File: config.mk
export PLATFORM = sky130hd
export DESIGN_NAME = soft_manchester_decoder_resync_flat
export DESIGN_NICKNAME = d
export VERILOG_FILES = /design/src/rtl/smd_pkg.sv /design/src/rtl/smd_ifs.sv /design/src/rtl/soft_manchester_decoder_resync.sv /design/src/flat_wrapper.sv
export SDC_FILE = /design/constraint.sdc
export NUM_CORES = 1
export LEC_CHECK = 0
export BUFFER_PORTS_ARGS = -buffer_cell sky130_fd_sc_hd__buf_4
export CAP_MARGIN = 20
export CORE_MARGIN = 3
export CORE_UTILIZATION = 50
export CTS_CLUSTER_SIZE = 8
export DETAILED_ROUTE_END_ITERATION = 7
export PLACE_DENSITY = 0.87
export SYNTH_ARGS = -nofsm -noshare
export SYNTH_HDL_FRONTEND = slang
export SYNTH_SLANG_ARGS = --single-unit
File: constraint.sdc
create_clock -name clk -period 4.16 [get_ports clk]
set_input_delay 0.416 -clock clk [delete_from_list [all_inputs] [get_ports clk]]
set_output_delay 0.416 -clock clk [all_outputs]
set_load 0.02 [all_outputs]
File: src/rtl/smd_pkg.sv
// Shared constants and types for the soft Manchester decoder.
// No dependencies; compile first.
`default_nettype none

package smd_pkg;

  localparam int THR_WIDTH = 15;
  localparam int TS_WIDTH  = 32;

  typedef logic [THR_WIDTH-1:0] thr_t;
  typedef logic [TS_WIDTH-1:0]  ts_t;

endpackage

`default_nettype wire

File: src/rtl/smd_ifs.sv
// Valid/ready channel interfaces: sample input, decoded bit output, threshold write.
// Depends on smd_pkg.
`default_nettype none

interface smd_in_if #(
  parameter int SAMPLE_WIDTH = 16
);
  import smd_pkg::*;
  logic                           valid;
  logic                           ready;
  logic signed [SAMPLE_WIDTH-1:0] sample;
  ts_t                            time_stamp;

  modport source (output valid, output sample, output time_stamp, input ready);
  modport sink   (input valid, input sample, input time_stamp, output ready);
endinterface

interface smd_out_if;
  import smd_pkg::*;
  logic valid;
  logic ready;
  logic decoded_bit;
  ts_t  bit_time;

  modport source (output valid, output decoded_bit, output bit_time, input ready);
  modport sink   (input valid, input decoded_bit, input bit_time, output ready);
endinterface

interface smd_cfg_if;
  import smd_pkg::*;
  logic valid;
  logic ready;
  thr_t data;

  modport source (output valid, output data, input ready);
  modport sink   (input valid, input data, output ready);
endinterface

`default_nettype wire

File: src/rtl/soft_manchester_decoder_resync.sv
// Soft-decision Manchester decoder with bit phase resync.
// Bit word path: the accepted sample is held in the input reg, then its bit goes to the result reg.
// Throughput: one sample per cycle while the result reg is not stalled; the decision is a single compare stage.
// Zero or one bit per sample; output reg stalls back only through the input reg.
// Reset (sync, rst_n low): history, parity, phase and threshold cleared to zero.
// Depends on smd_pkg and the channel interfaces in smd_ifs.sv.
`default_nettype none

module soft_manchester_decoder_resync #(
  parameter int SAMPLE_WIDTH = 16
) (
  input  wire           clk,
  input  wire           rst_n,
  smd_in_if.sink        in_ch,
  smd_out_if.source     out_ch,
  smd_cfg_if.sink       cfg_ch
);
  import smd_pkg::*;

  localparam int CW = (SAMPLE_WIDTH > THR_WIDTH) ? SAMPLE_WIDTH : THR_WIDTH;

  typedef logic [SAMPLE_WIDTH-1:0] smp_t;

  // exact magnitude; most negative value maps to 2^(W-1) unsigned
  function automatic smp_t mag(input smp_t x);
    mag = x[SAMPLE_WIDTH-1] ? (~x + smp_t'(1)) : x;
  endfunction

  thr_t thr_r;

  logic s1_valid_r;
  smp_t s1_sample_r;
  ts_t  s1_ts_r;

  smp_t last_r, second_r;
  logic parity_r, phase_r;

  logic out_valid_r;
  logic bit_r;
  ts_t  bit_time_r;

  logic s1_adv;
  logic in_ready;
  smp_t mag_older, mag_prev, mag_cur;
  logic off_phase, resync, phase_nxt, emit, bit_nxt, prev_pos, cur_pos;

  assign s1_adv   = s1_valid_r && (!out_valid_r || out_ch.ready);
  assign in_ready = !s1_valid_r || s1_adv;
  assign in_ch.ready  = in_ready;
  assign cfg_ch.ready = 1'b1;

  always_comb begin
    mag_older = mag(second_r);
    mag_prev  = mag(last_r);
    mag_cur   = mag(s1_sample_r);
    off_phase = parity_r != phase_r;
    // magnitude above threshold implies nonzero, so sign match is an msb match
    resync    = off_phase && (second_r[SAMPLE_WIDTH-1] == last_r[SAMPLE_WIDTH-1]) &&
                (CW'(mag_older) > CW'(thr_r)) && (CW'(mag_prev) > CW'(thr_r));
    phase_nxt = resync ? parity_r : phase_r;
    emit      = parity_r == phase_nxt;
    prev_pos  = !last_r[SAMPLE_WIDTH-1] && (last_r != '0);
    cur_pos   = !s1_sample_r[SAMPLE_WIDTH-1] && (s1_sample_r != '0);
    // tie goes to the current half-bit
    bit_nxt   = (mag_prev > mag_cur) ? prev_pos : !cur_pos;
  end

  always_ff @(posedge clk) begin
    if (!rst_n) begin
      thr_r <= '0;
    end else if (cfg_ch.valid) begin
      thr_r <= cfg_ch.data;
    end
  end

  always_ff @(posedge clk) begin
    if (!rst_n) begin
      s1_valid_r <= 1'b0;
    end else if (in_ready) begin
      s1_valid_r <= in_ch.valid;
    end
  end

  always_ff @(posedge clk) begin
    if (in_ready && in_ch.valid) begin
      s1_sample_r <= in_ch.sample;
      s1_ts_r     <= in_ch.time_stamp;
    end
  end

  always_ff @(posedge clk) begin
    if (!rst_n) begin
      last_r   <= '0;
      second_r <= '0;
      parity_r <= 1'b0;
      phase_r  <= 1'b0;
    end else if (s1_adv) begin
      second_r <= last_r;
      last_r   <= s1_sample_r;
      parity_r <= !parity_r;
      phase_r  <= phase_nxt;
    end
  end

  always_ff @(posedge clk) begin
    if (!rst_n) begin
      out_valid_r <= 1'b0;
    end else if (s1_adv) begin
      out_valid_r <= emit;
    end else if (out_ch.ready) begin
      out_valid_r <= 1'b0;
    end
  end

  always_ff @(posedge clk) begin
    if (s1_adv && emit) begin
      bit_r      <= bit_nxt;
      bit_time_r <= s1_ts_r;
    end
  end

  assign out_ch.valid       = out_valid_r;
  assign out_ch.decoded_bit = bit_r;
  assign out_ch.bit_time    = bit_time_r;

  a_par_toggle: assert property (@(posedge clk) disable iff (!rst_n)
    s1_adv |=> (parity_r != $past(parity_r)))
    else $error("parity did not toggle on a processed sample");

  a_hist_hold: assert property (@(posedge clk) disable iff (!rst_n)
    !s1_adv |=> ($stable(last_r) && $stable(parity_r) && $stable(phase_r)))
    else $error("decoder state moved without a processed sample");

  a_out_src: assert property (@(posedge clk) disable iff (!rst_n)
    (out_valid_r && !$past(out_valid_r)) |-> $past(s1_adv))
    else $error("result word appeared without a processed sample");

  a_stall: assert property (@(posedge clk) disable iff (!rst_n)
    (s1_valid_r && out_valid_r && !out_ch.ready) |-> !in_ready)
    else $error("input accepted while the pipeline is blocked");

endmodule

`default_nettype wire

File: src/flat_wrapper.sv
// flat-port wrapper written by rule: the top's interface ports become plain ports
module soft_manchester_decoder_resync_flat import smd_pkg::*;
#(
  parameter int SAMPLE_WIDTH = 16
)
  (clk, rst_n, in_ch_valid, in_ch_sample, in_ch_time_stamp, in_ch_ready, out_ch_valid, out_ch_decoded_bit, out_ch_bit_time, out_ch_ready, cfg_ch_valid, cfg_ch_data, cfg_ch_ready);
  smd_in_if #(.SAMPLE_WIDTH(SAMPLE_WIDTH)) in_ch_i ();
  smd_out_if out_ch_i ();
  smd_cfg_if cfg_ch_i ();
  input  wire clk;
  input  wire rst_n;
  input wire logic [$bits(in_ch_i.valid)-1:0] in_ch_valid;
  input wire logic [$bits(in_ch_i.sample)-1:0] in_ch_sample;
  input wire logic [$bits(in_ch_i.time_stamp)-1:0] in_ch_time_stamp;
  output wire logic [$bits(in_ch_i.ready)-1:0] in_ch_ready;
  output wire logic [$bits(out_ch_i.valid)-1:0] out_ch_valid;
  output wire logic [$bits(out_ch_i.decoded_bit)-1:0] out_ch_decoded_bit;
  output wire logic [$bits(out_ch_i.bit_time)-1:0] out_ch_bit_time;
  input wire logic [$bits(out_ch_i.ready)-1:0] out_ch_ready;
  input wire logic [$bits(cfg_ch_i.valid)-1:0] cfg_ch_valid;
  input wire logic [$bits(cfg_ch_i.data)-1:0] cfg_ch_data;
  output wire logic [$bits(cfg_ch_i.ready)-1:0] cfg_ch_ready;
  assign in_ch_i.valid = in_ch_valid;
  assign in_ch_i.sample = in_ch_sample;
  assign in_ch_i.time_stamp = in_ch_time_stamp;
  assign in_ch_ready = in_ch_i.ready;
  assign out_ch_valid = out_ch_i.valid;
  assign out_ch_decoded_bit = out_ch_i.decoded_bit;
  assign out_ch_bit_time = out_ch_i.bit_time;
  assign out_ch_i.ready = out_ch_ready;
  assign cfg_ch_i.valid = cfg_ch_valid;
  assign cfg_ch_i.data = cfg_ch_data;
  assign cfg_ch_ready = cfg_ch_i.ready;
  soft_manchester_decoder_resync #(.SAMPLE_WIDTH(SAMPLE_WIDTH)) u_core (.clk(clk), .rst_n(rst_n), .in_ch(in_ch_i), .out_ch(out_ch_i), .cfg_ch(cfg_ch_i));
endmodule
== Word-level counts from Yosys, hierarchy flattened ==
Cells that the tools add are included.
Cells by class
  $add $sub $neg: 3
  reductions and logical operators: 19
  equality and inequality tests: 3
  bitwise gates (word level): 3
  muxes and demuxes: 7
  $lt $le $gt $ge: 3
Operators with widths (count)
  $add A16 B1 Y16 const B: 3
  $mux W16: 3
  $not A16 Y16: 3
  $gt A16 B15 Y1: 2
  $reduce_bool A16 Y1: 2
  $gt A16 B16 Y1: 1
  $logic_and A1 B1 Y1: 8
  $logic_not A1 Y1: 6
  $mux W1: 4
  $eq A1 B1 Y1: 2
  $logic_or A1 B1 Y1: 2
  $reduce_bool A2 Y1: 1
  $ne A1 B1 Y1: 1
Storage, ports and cells
  flip-flop bits (word level): 132
  input port bits: 68
  output and inout bits: 36

== Longest topological paths before layout ==
Gate-level depths: netlist (run 1).
  depth after elaboration: 9
  depth in mapped cells: 15
  gate-level depth less buffers: 15

== Least setup slack after synthesis (run 1) ==
OpenSTA, ideal clock, no wires.
  path kind: register -> register
  from: reg u_core.last_r[3]
  to: reg u_core.bit_time_r[0], in the netlist u_core.out_ch.bit_time[0] (enable)
  cell stages (with the launch flop): 13
  path buffers: 0
  path slack: -0.146 ns
  arrival time: 3.916 ns
  cell sequence: dfxtp_1 or4_4 or3_1 or3_1 nand2_1 xnor2_1 ha_1 nand3_1 or3_1 a211oi_1 a211oi_1 a311o_1 nand2_1
Between the ends
  cells in the longest elaborated chain, start to end: 8
Ends and longest elaborated chain
  from (decl): RTL line soft_manchester_decoder_resync.sv:35  | smp_t last_r, second_r;
  from (signal assigned): RTL line soft_manchester_decoder_resync.sv:99  | last_r <= s1_sample_r;
  $not A16 Y16: RTL line soft_manchester_decoder_resync.sv:26  | mag = x[SAMPLE_WIDTH-1] ? (~x + smp_t'(1)) : x;
  $add A16 B1 Y16: RTL line soft_manchester_decoder_resync.sv:26
  $mux W16 *: RTL line soft_manchester_decoder_resync.sv:26
  $gt A16 B15 Y1 *: RTL line soft_manchester_decoder_resync.sv:59  | (CW'(mag_older) > CW'(thr_r)) && (CW'(mag_prev) > CW'(thr_r));
  $logic_and A1 B1 Y1 *: RTL line soft_manchester_decoder_resync.sv:59
  $mux W1 *: RTL line soft_manchester_decoder_resync.sv:60  | phase_nxt = resync ? parity_r : phase_r;
  $eq A1 B1 Y1 *: RTL line soft_manchester_decoder_resync.sv:61  | emit = parity_r == phase_nxt;
  $logic_and A1 B1 Y1 *: RTL line soft_manchester_decoder_resync.sv:116  | if (s1_adv && emit) begin
  to (signal assigned): RTL line soft_manchester_decoder_resync.sv:118  | bit_time_r <= s1_ts_r;
  to (decl): RTL line soft_manchester_decoder_resync.sv:40  | ts_t bit_time_r;
Mark *: on every way between the ends. The rest lies on a longest branch, timed or not.
A chain may end at the register's enable or synchronous reset.

== Final worst setup path (run 1) ==
  from: reg u_core.last_r[4]
  to: reg u_core.bit_time_r[19], in the netlist u_core.out_ch.bit_time[19] (enable)
Same word-level chain as after synthesis.

==> results.md, run 1 <==
* Pwr/cell area at 439 nW/µm²
* Crit path launch type: flop
* Seq cells post-synth at 132
* Min-delay worst type: in -> reg
* Commonest non-fill, non-tap cell in the layout: buf_4
* TritonCTS Buffers at 17
* Die W at 117 µm
* Clk_lat worst skew at 430 ps
* Die Y at 117 µm
* CP cell instances: or4_4 > or3_1 > or3_1 > nand2_1 > xnor2_1 > ha_1 > nand3_1 > or3_1 > nor3_1 > a2111oi_2 > o21ai_1 > a311o_1 > nand2_2 > clkbuf_16
* Die area at 13,800 µm²
* Final Max Tran Viols at 0
* Critical Setup Path Class: reg -> reg
* Largest net degree at the start of global routing at 51
* Crit path time final at 4050 ps
* CP max stage cell: or4_4
* Worst Max-Slew Pin Slew at 819 ps
* Final TNS setup at 0 ps
* Routed WL at 13,600 µm
* CP max stage delay at 550 ps
* Via count at 4,565
* Syn avg cell area at 11.0 µm²
* EDFF count, synth at 81
* DRC at 0
* Most frequent cells in the layout: buf_4, nand2_1, edfxtp_1, a21oi_1, dfxtp_1
* Net Count, Synth at 681
* Antenna Nets Post-Route at 0
* Max-slew headroom at 0.453
* Via/cell ratio at 5.35
* CTS clock-pin slew for the worst setup and hold paths at 60 ps
* Placed instance area at 7140 µm²
* Grt total ovfl at 0
* Count of warnings emitted by yosys at 0
* Nets at 790
* Syn Inst Count at 564
* Pre-antenna DRT Iters at 5
* Synthesized area at 6200 µm²
* Share of cells above drive strength 1 at 0.220
* Outcome: complete, no violations
* Lkg Pwr at 3.17 nW
* Synth Flop Type: edfxtp_1
* Design Power at 3.43 mW
* Netlist cell types at 44
* Core area at 12,100 µm²
* First-pass GRT wire length at 22,400 µm
* Sequential fraction of the synthesis area at 0.557
* Routability congestion estimate at 0.927
* Area Growth Syn to Fin at 26.0%
* Total Routing Usage GR at 0.205
* # setup viols final at 0
* Cell repeated most along the worst path: or3_1
* Initial Utilization at 0.514
* Max cap viols at 0
* Worst-path maximum fanout at 16
* WL per Instance at 15.9 µm
* Fmax at 247 MHz
* I/O pins at 104
* VDD IR max at 0.000517 V
* Critical Path AT at 4190 ps
* Worst Path Required at 4300 ps
* HPWL Detailed at 9910 µm
* Antenna violations before repair at 0
* CTS H-tree lvls at 4
* Top post-synthesis cells by area: edfxtp_1, dfxtp_1, ha_1, nand2_1, xnor2_1
* Final instance area at 7810 µm²
* Fin util at 0.648
* CTS root buf: clkbuf_16
* Tcrit/Tclk final at 0.974
* CTS sink count at 132
* Ant. Diodes at 0
* Critical path capture point type: flop
* CTS Buffer Depth at 2
* Hold-fix buffers, CTS at 0
* Yosys top cell by area: edfxtp_1
* Final Hold Vio Count at 0
* Post-synth ARST share at 0
* Vias in the first global route at 4,690
* DRT iter0 DRCs at 272
* Post-Route Skew at 9.00 ps
* FP Rows at 40
* Number of port buffers at 102
* CTS tree: built
* Top-area cell type share of the netlist area at 0.392
[sequential cells by signal (all words and copies together), names as in the netlist]
name	flops
u_core.out_ch.bit_time	32
u_core.phase_r	1
u_core.s1_sample_r	16
u_core.s1_valid_r	1
u_core.out_ch.valid	1
u_core.parity_r	1
u_core.last_r	16
u_core.second_r	16
u_core.s1_ts_r	32
u_core.out_ch.decoded_bit	1
u_core.thr_r	15
[final cells by class]
type | count | area [µm²]
Clock buffer | 18 | 429
Clock inverter | 14 | 168
Fill cell | 878 | 4250
Inverter | 24 | 90.1
Multi-Input combinational cell | 387 | 2580
Sequential cell | 132 | 3450
Tap cell | 168 | 210
Timing Repair Buffer | 111 | 876
[power by group]
group | switching (mW) | internal [mW] | leakage [nW] | total, mW
clock network | 0.606 | 0.902 | 0.287 | 1.51
registers | 0.0469 | 1.46 | 1.19 | 1.51
logic | 0.222 | 0.187 | 1.69 | 0.409
[per-stage QoR]
stage                     std cells  worst slack (ps)  hold slack [ps]
after global routing            854             -25.2              139
after global placement          817               266              401
final                           854               108              161
after detailed placement        817               118              405
after CTS                       849              93.6              144
after floorplan                 564               157              400
[kinds of logic after synthesis]
group	count (synthesis)	synth area share
xor+xnor	42	0.0593
simple gates	176	0.130
other cells	1	0.000605
fa+ha+maj	49	0.0989
mux	18	0.0291
compound gates	101	0.0977
buf+inv	45	0.0278
flops	132	0.557
[final timing paths]
kind         cells past startpoint                  from                         end  slack (ps)
max                             14      u_core.last_r[4]  u_core.out_ch.bit_time[19]         110
min                              1  in_ch_time_stamp[14]          u_core.s1_ts_r[14]         160
max reg2reg                     14      u_core.last_r[4]  u_core.out_ch.bit_time[19]         110
min reg2reg                      0    u_core.s1_ts_r[18]  u_core.out_ch.bit_time[18]         420
[routing by layer]
metal	up-vias	routed length, µm	track usage
li1	2244	-	-
met5	-	0	0
met1	2135	5580	0.241
met2	164	6640	0.341
met4	0	238	0.0704
met3	22	1140	0.0824
[synth_stat cells (4+ instances only)]
cell type	instances
nand2_1	96
edfxtp_1	81
a21oi_1	51
dfxtp_1	51
ha_1	49
xnor2_1	30
nor2_1	25
inv_1	23
clkbuf_1	19
mux2i_1	18
xor2_1	12
nand3_1	9
nand4_1	9
o21ai_1	9
o31ai_1	9
o21ai_0	8
nand2b_1	6
nor3_1	6
or3_1	6
a21o_1	5
nor2b_1	5
nor4_1	5
o41ai_1	4
[worst max-delay path: cells and delay by family (launching register included)]
kind / cells / cell delay, ps
AND/OR/NAND/NOR: 8 / 1860
AO/OA/AOI/OAI: 3 / 810
flip-flops: 1 / 370
adder cells (fa/ha/maj): 1 / 320
buffers and inverters: 1 / 200
XOR/XNOR: 1 / 190
[repair_timing]
item / 4_1_cts / 5_1_grt
resized for setup: 0 / 2
setup endpoints to repair: 0 / 33
buffers inserted: 0 / 3
Power figures use the tool's default switching activity.
==> run 2: changes to the inputs <==
Settings changed: ABC_AREA set to 1.
==> results.md, run 2 <==
* CTS clock-pin slew for the worst setup and hold paths at 60 ps
* Die Y at 119 µm
* Synth Flop Type: edfxtp_1
* Final Hold Vio Count at 0
* Via count at 4,717
* Routed WL at 13,400 µm
* Critical Path AT at 3500 ps
* Post-synth ARST share at 0
* Max-slew headroom at 0.352
* Worst Max-Slew Pin Slew at 972 ps
* Die W at 119 µm
* Pwr/cell area at 455 nW/µm²
* Most frequent cells in the layout: buf_4, nand2_1, inv_1, edfxtp_1, a21oi_1
* Syn avg cell area at 9.78 µm²
* DRT iter0 DRCs at 317
* Ant. Diodes at 0
* Internal at 2.57 mW
* Initial Utilization at 0.520
* DRC at 0
* Max cap viols at 0
* Synthesized area at 6380 µm²
* Switching share of power at 0.281
* Yosys top cell by area: edfxtp_1
* Top-area cell type share of the netlist area at 0.381
* Total Routing Usage GR at 0.199
* CTS sink count at 132
* Vias in the first global route at 4,689
* CTS Buffer Depth at 2
* Min-delay src: in_ch_sample[11]
* Core area at 12,300 µm²
* Hold-fix buffers, CTS at 0
* FP Rows at 40
* I/O pins at 104
* Critical path capture point type: flop
* CTS root buf: clkbuf_16
* Worst r2r dst: u_core.out_ch.bit_time[31]
* Routability congestion estimate at 0.838
* Commonest non-fill, non-tap cell in the layout: buf_4
* Area Growth Syn to Fin at 23.2%
* Critical Setup Path Class: reg -> reg
* Number of port buffers at 102
* Crit path time final at 3430 ps
* Net Count, Synth at 769
* Final Max Tran Viols at 0
* Final instance area at 7860 µm²
* Worst Path Required at 4230 ps
* RSZ-0062 raised after global routing: no
* Sequential fraction of the synthesis area at 0.541
* Lkg Pwr at 3.50 nW
* Grt total ovfl at 0
* Netlist cell types at 38
* WL per Instance at 14.3 µm
* Sw Pwr at 1.00 mW
* Nets at 873
* Logic pwr share at 0.167
* Via/cell ratio at 5.03
* Depth of the worst register-to-register path at 20
* Pre-antenna DRT Iters at 5
* Final worst setup slack at 729 ps
* Post-CTS resize count at 0
* Outcome: complete, no violations
* Reg2Reg Launch Point: u_core.last_r[0]
* Hold path depth at 1
* First-pass GRT wire length at 22,400 µm
* Clk_lat worst skew at 420 ps
* Fmax at 291 MHz
* Die area at 14,100 µm²
* Antenna Nets Post-Route at 0
* Min-delay worst type: in -> reg
* Top-count cell post-synth: inv_1
* Placed instance area at 7290 µm²
* Post-Route Skew at 12.4 ps
* EDFF count, synth at 81
* Reg-to-reg slack, setup at 730 ps
* HPWL Detailed at 9730 µm
* Count of warnings emitted by yosys at 0
* CTS tree: built
* Design Power at 3.58 mW
* Top post-synthesis cells by area: edfxtp_1, dfxtp_1, ha_1, a21oi_1, inv_1
* Sequential Power Share at 0.428
* Crit path launch type: flop
* Final TNS setup at 0 ps
* CTS H-tree lvls at 4
* Seq cells post-synth at 132
* Syn Inst Count at 652
* Share of cells above drive strength 1 at 0.198
* Antenna violations before repair at 0
* Commonest cells post-synth: inv_1, nand2_1, edfxtp_1
* VDD IR max at 0.000325 V
* # setup viols final at 0
* Post-CTS setup repair buffer count at 0
* Placed instance count at 905
* Share of total power in the clock network at 0.404
* TritonCTS Buffers at 17
* Largest net degree at the start of global routing at 52
* Hold path endpoint: u_core.s1_sample_r[11]
* Place WS at 744 ps
* Post-route insts no fill at 937
* Worst-path maximum fanout at 33
* Tcrit/Tclk final at 0.825
run 2: stage by stage:
step | utilization | hold slack, ps
final | 0.641 | 164
after global routing | 0.641 | 146
after CTS | 0.641 | 150
after detailed placement | 0.594 | 405
after global placement | 0.594 | 401
after floorplan | - | 400
run 2: how the worst max path moves through the flow:
stage,slack (ps),cells after the start,endpoint,from
2_1_floorplan,770,19,u_core.out_ch.bit_time[0],u_core.last_r[0]
3_3_place_gp,890,20,u_core.out_ch.bit_time[21],u_core.last_r[0]
3_5_place_dp,740,20,u_core.out_ch.decoded_bit,u_core.last_r[0]
4_1_cts,720,20,u_core.out_ch.decoded_bit,u_core.last_r[0]
5_1_grt,350,20,u_core.out_ch.decoded_bit,u_core.last_r[0]
6_report,730,20,u_core.out_ch.bit_time[31],u_core.last_r[0]
run 2: metal layers:
metal,wire (µm),global-route usage
met1,5970,0.265
met2,6410,0.314
met3,745,0.0480
met4,246,0.0825
met5,0,0
run 2: critical path: stages, from the launching register on:
cell and delay [ps]:
dfxtp_1 310, inv_1 130, ha_1 190, inv_1 40
nor2_1 180, nand3_1 140, nor3_2 190, nand3_1 160
o21ai_1 180, xor2_1 220, ha_1 270, nand3_1 110
inv_1 50, nand2_1 70, nor2_1 50, nand2_1 50
nand2_1 50, nor2_2 90, nand3_2 120, nand2_1 70
buf_4 370
run 2: final cells by class:
type	count	area, µm²
clock buffers	18	429
clock inverters	14	143
fillers	960	4400
inverters	87	327
multi-input cells	414	2520
flip-flops and latches	132	3450
well taps	168	210
repair buffers	104	781
run 2: power by group through the flow:
stage / logic, mW / clock network [mW] / registers [mW]
2_1_floorplan: 0.394 / 0 / 1.57
3_3_place_gp: 0.570 / 0 / 1.55
3_5_place_dp: 0.591 / 0 / 1.56
4_1_cts: 0.598 / 1.47 / 1.53
5_1_grt: 0.686 / 1.53 / 1.54
6_report: 0.598 / 1.45 / 1.53
run 2: kinds of logic (layout without fill, tap and decap cells):
logic type,after synthesis,in the layout,synth area share
AND/OR/NAND/NOR,177,177,0.123
AO/OA/AOI/OAI,148,148,0.122
flip-flops,132,132,0.541
buffers and inverters,106,223,0.0637
adder cells (fa/ha/maj),49,49,0.0961
XOR/XNOR,39,39,0.0536
other,1,1,0.000588
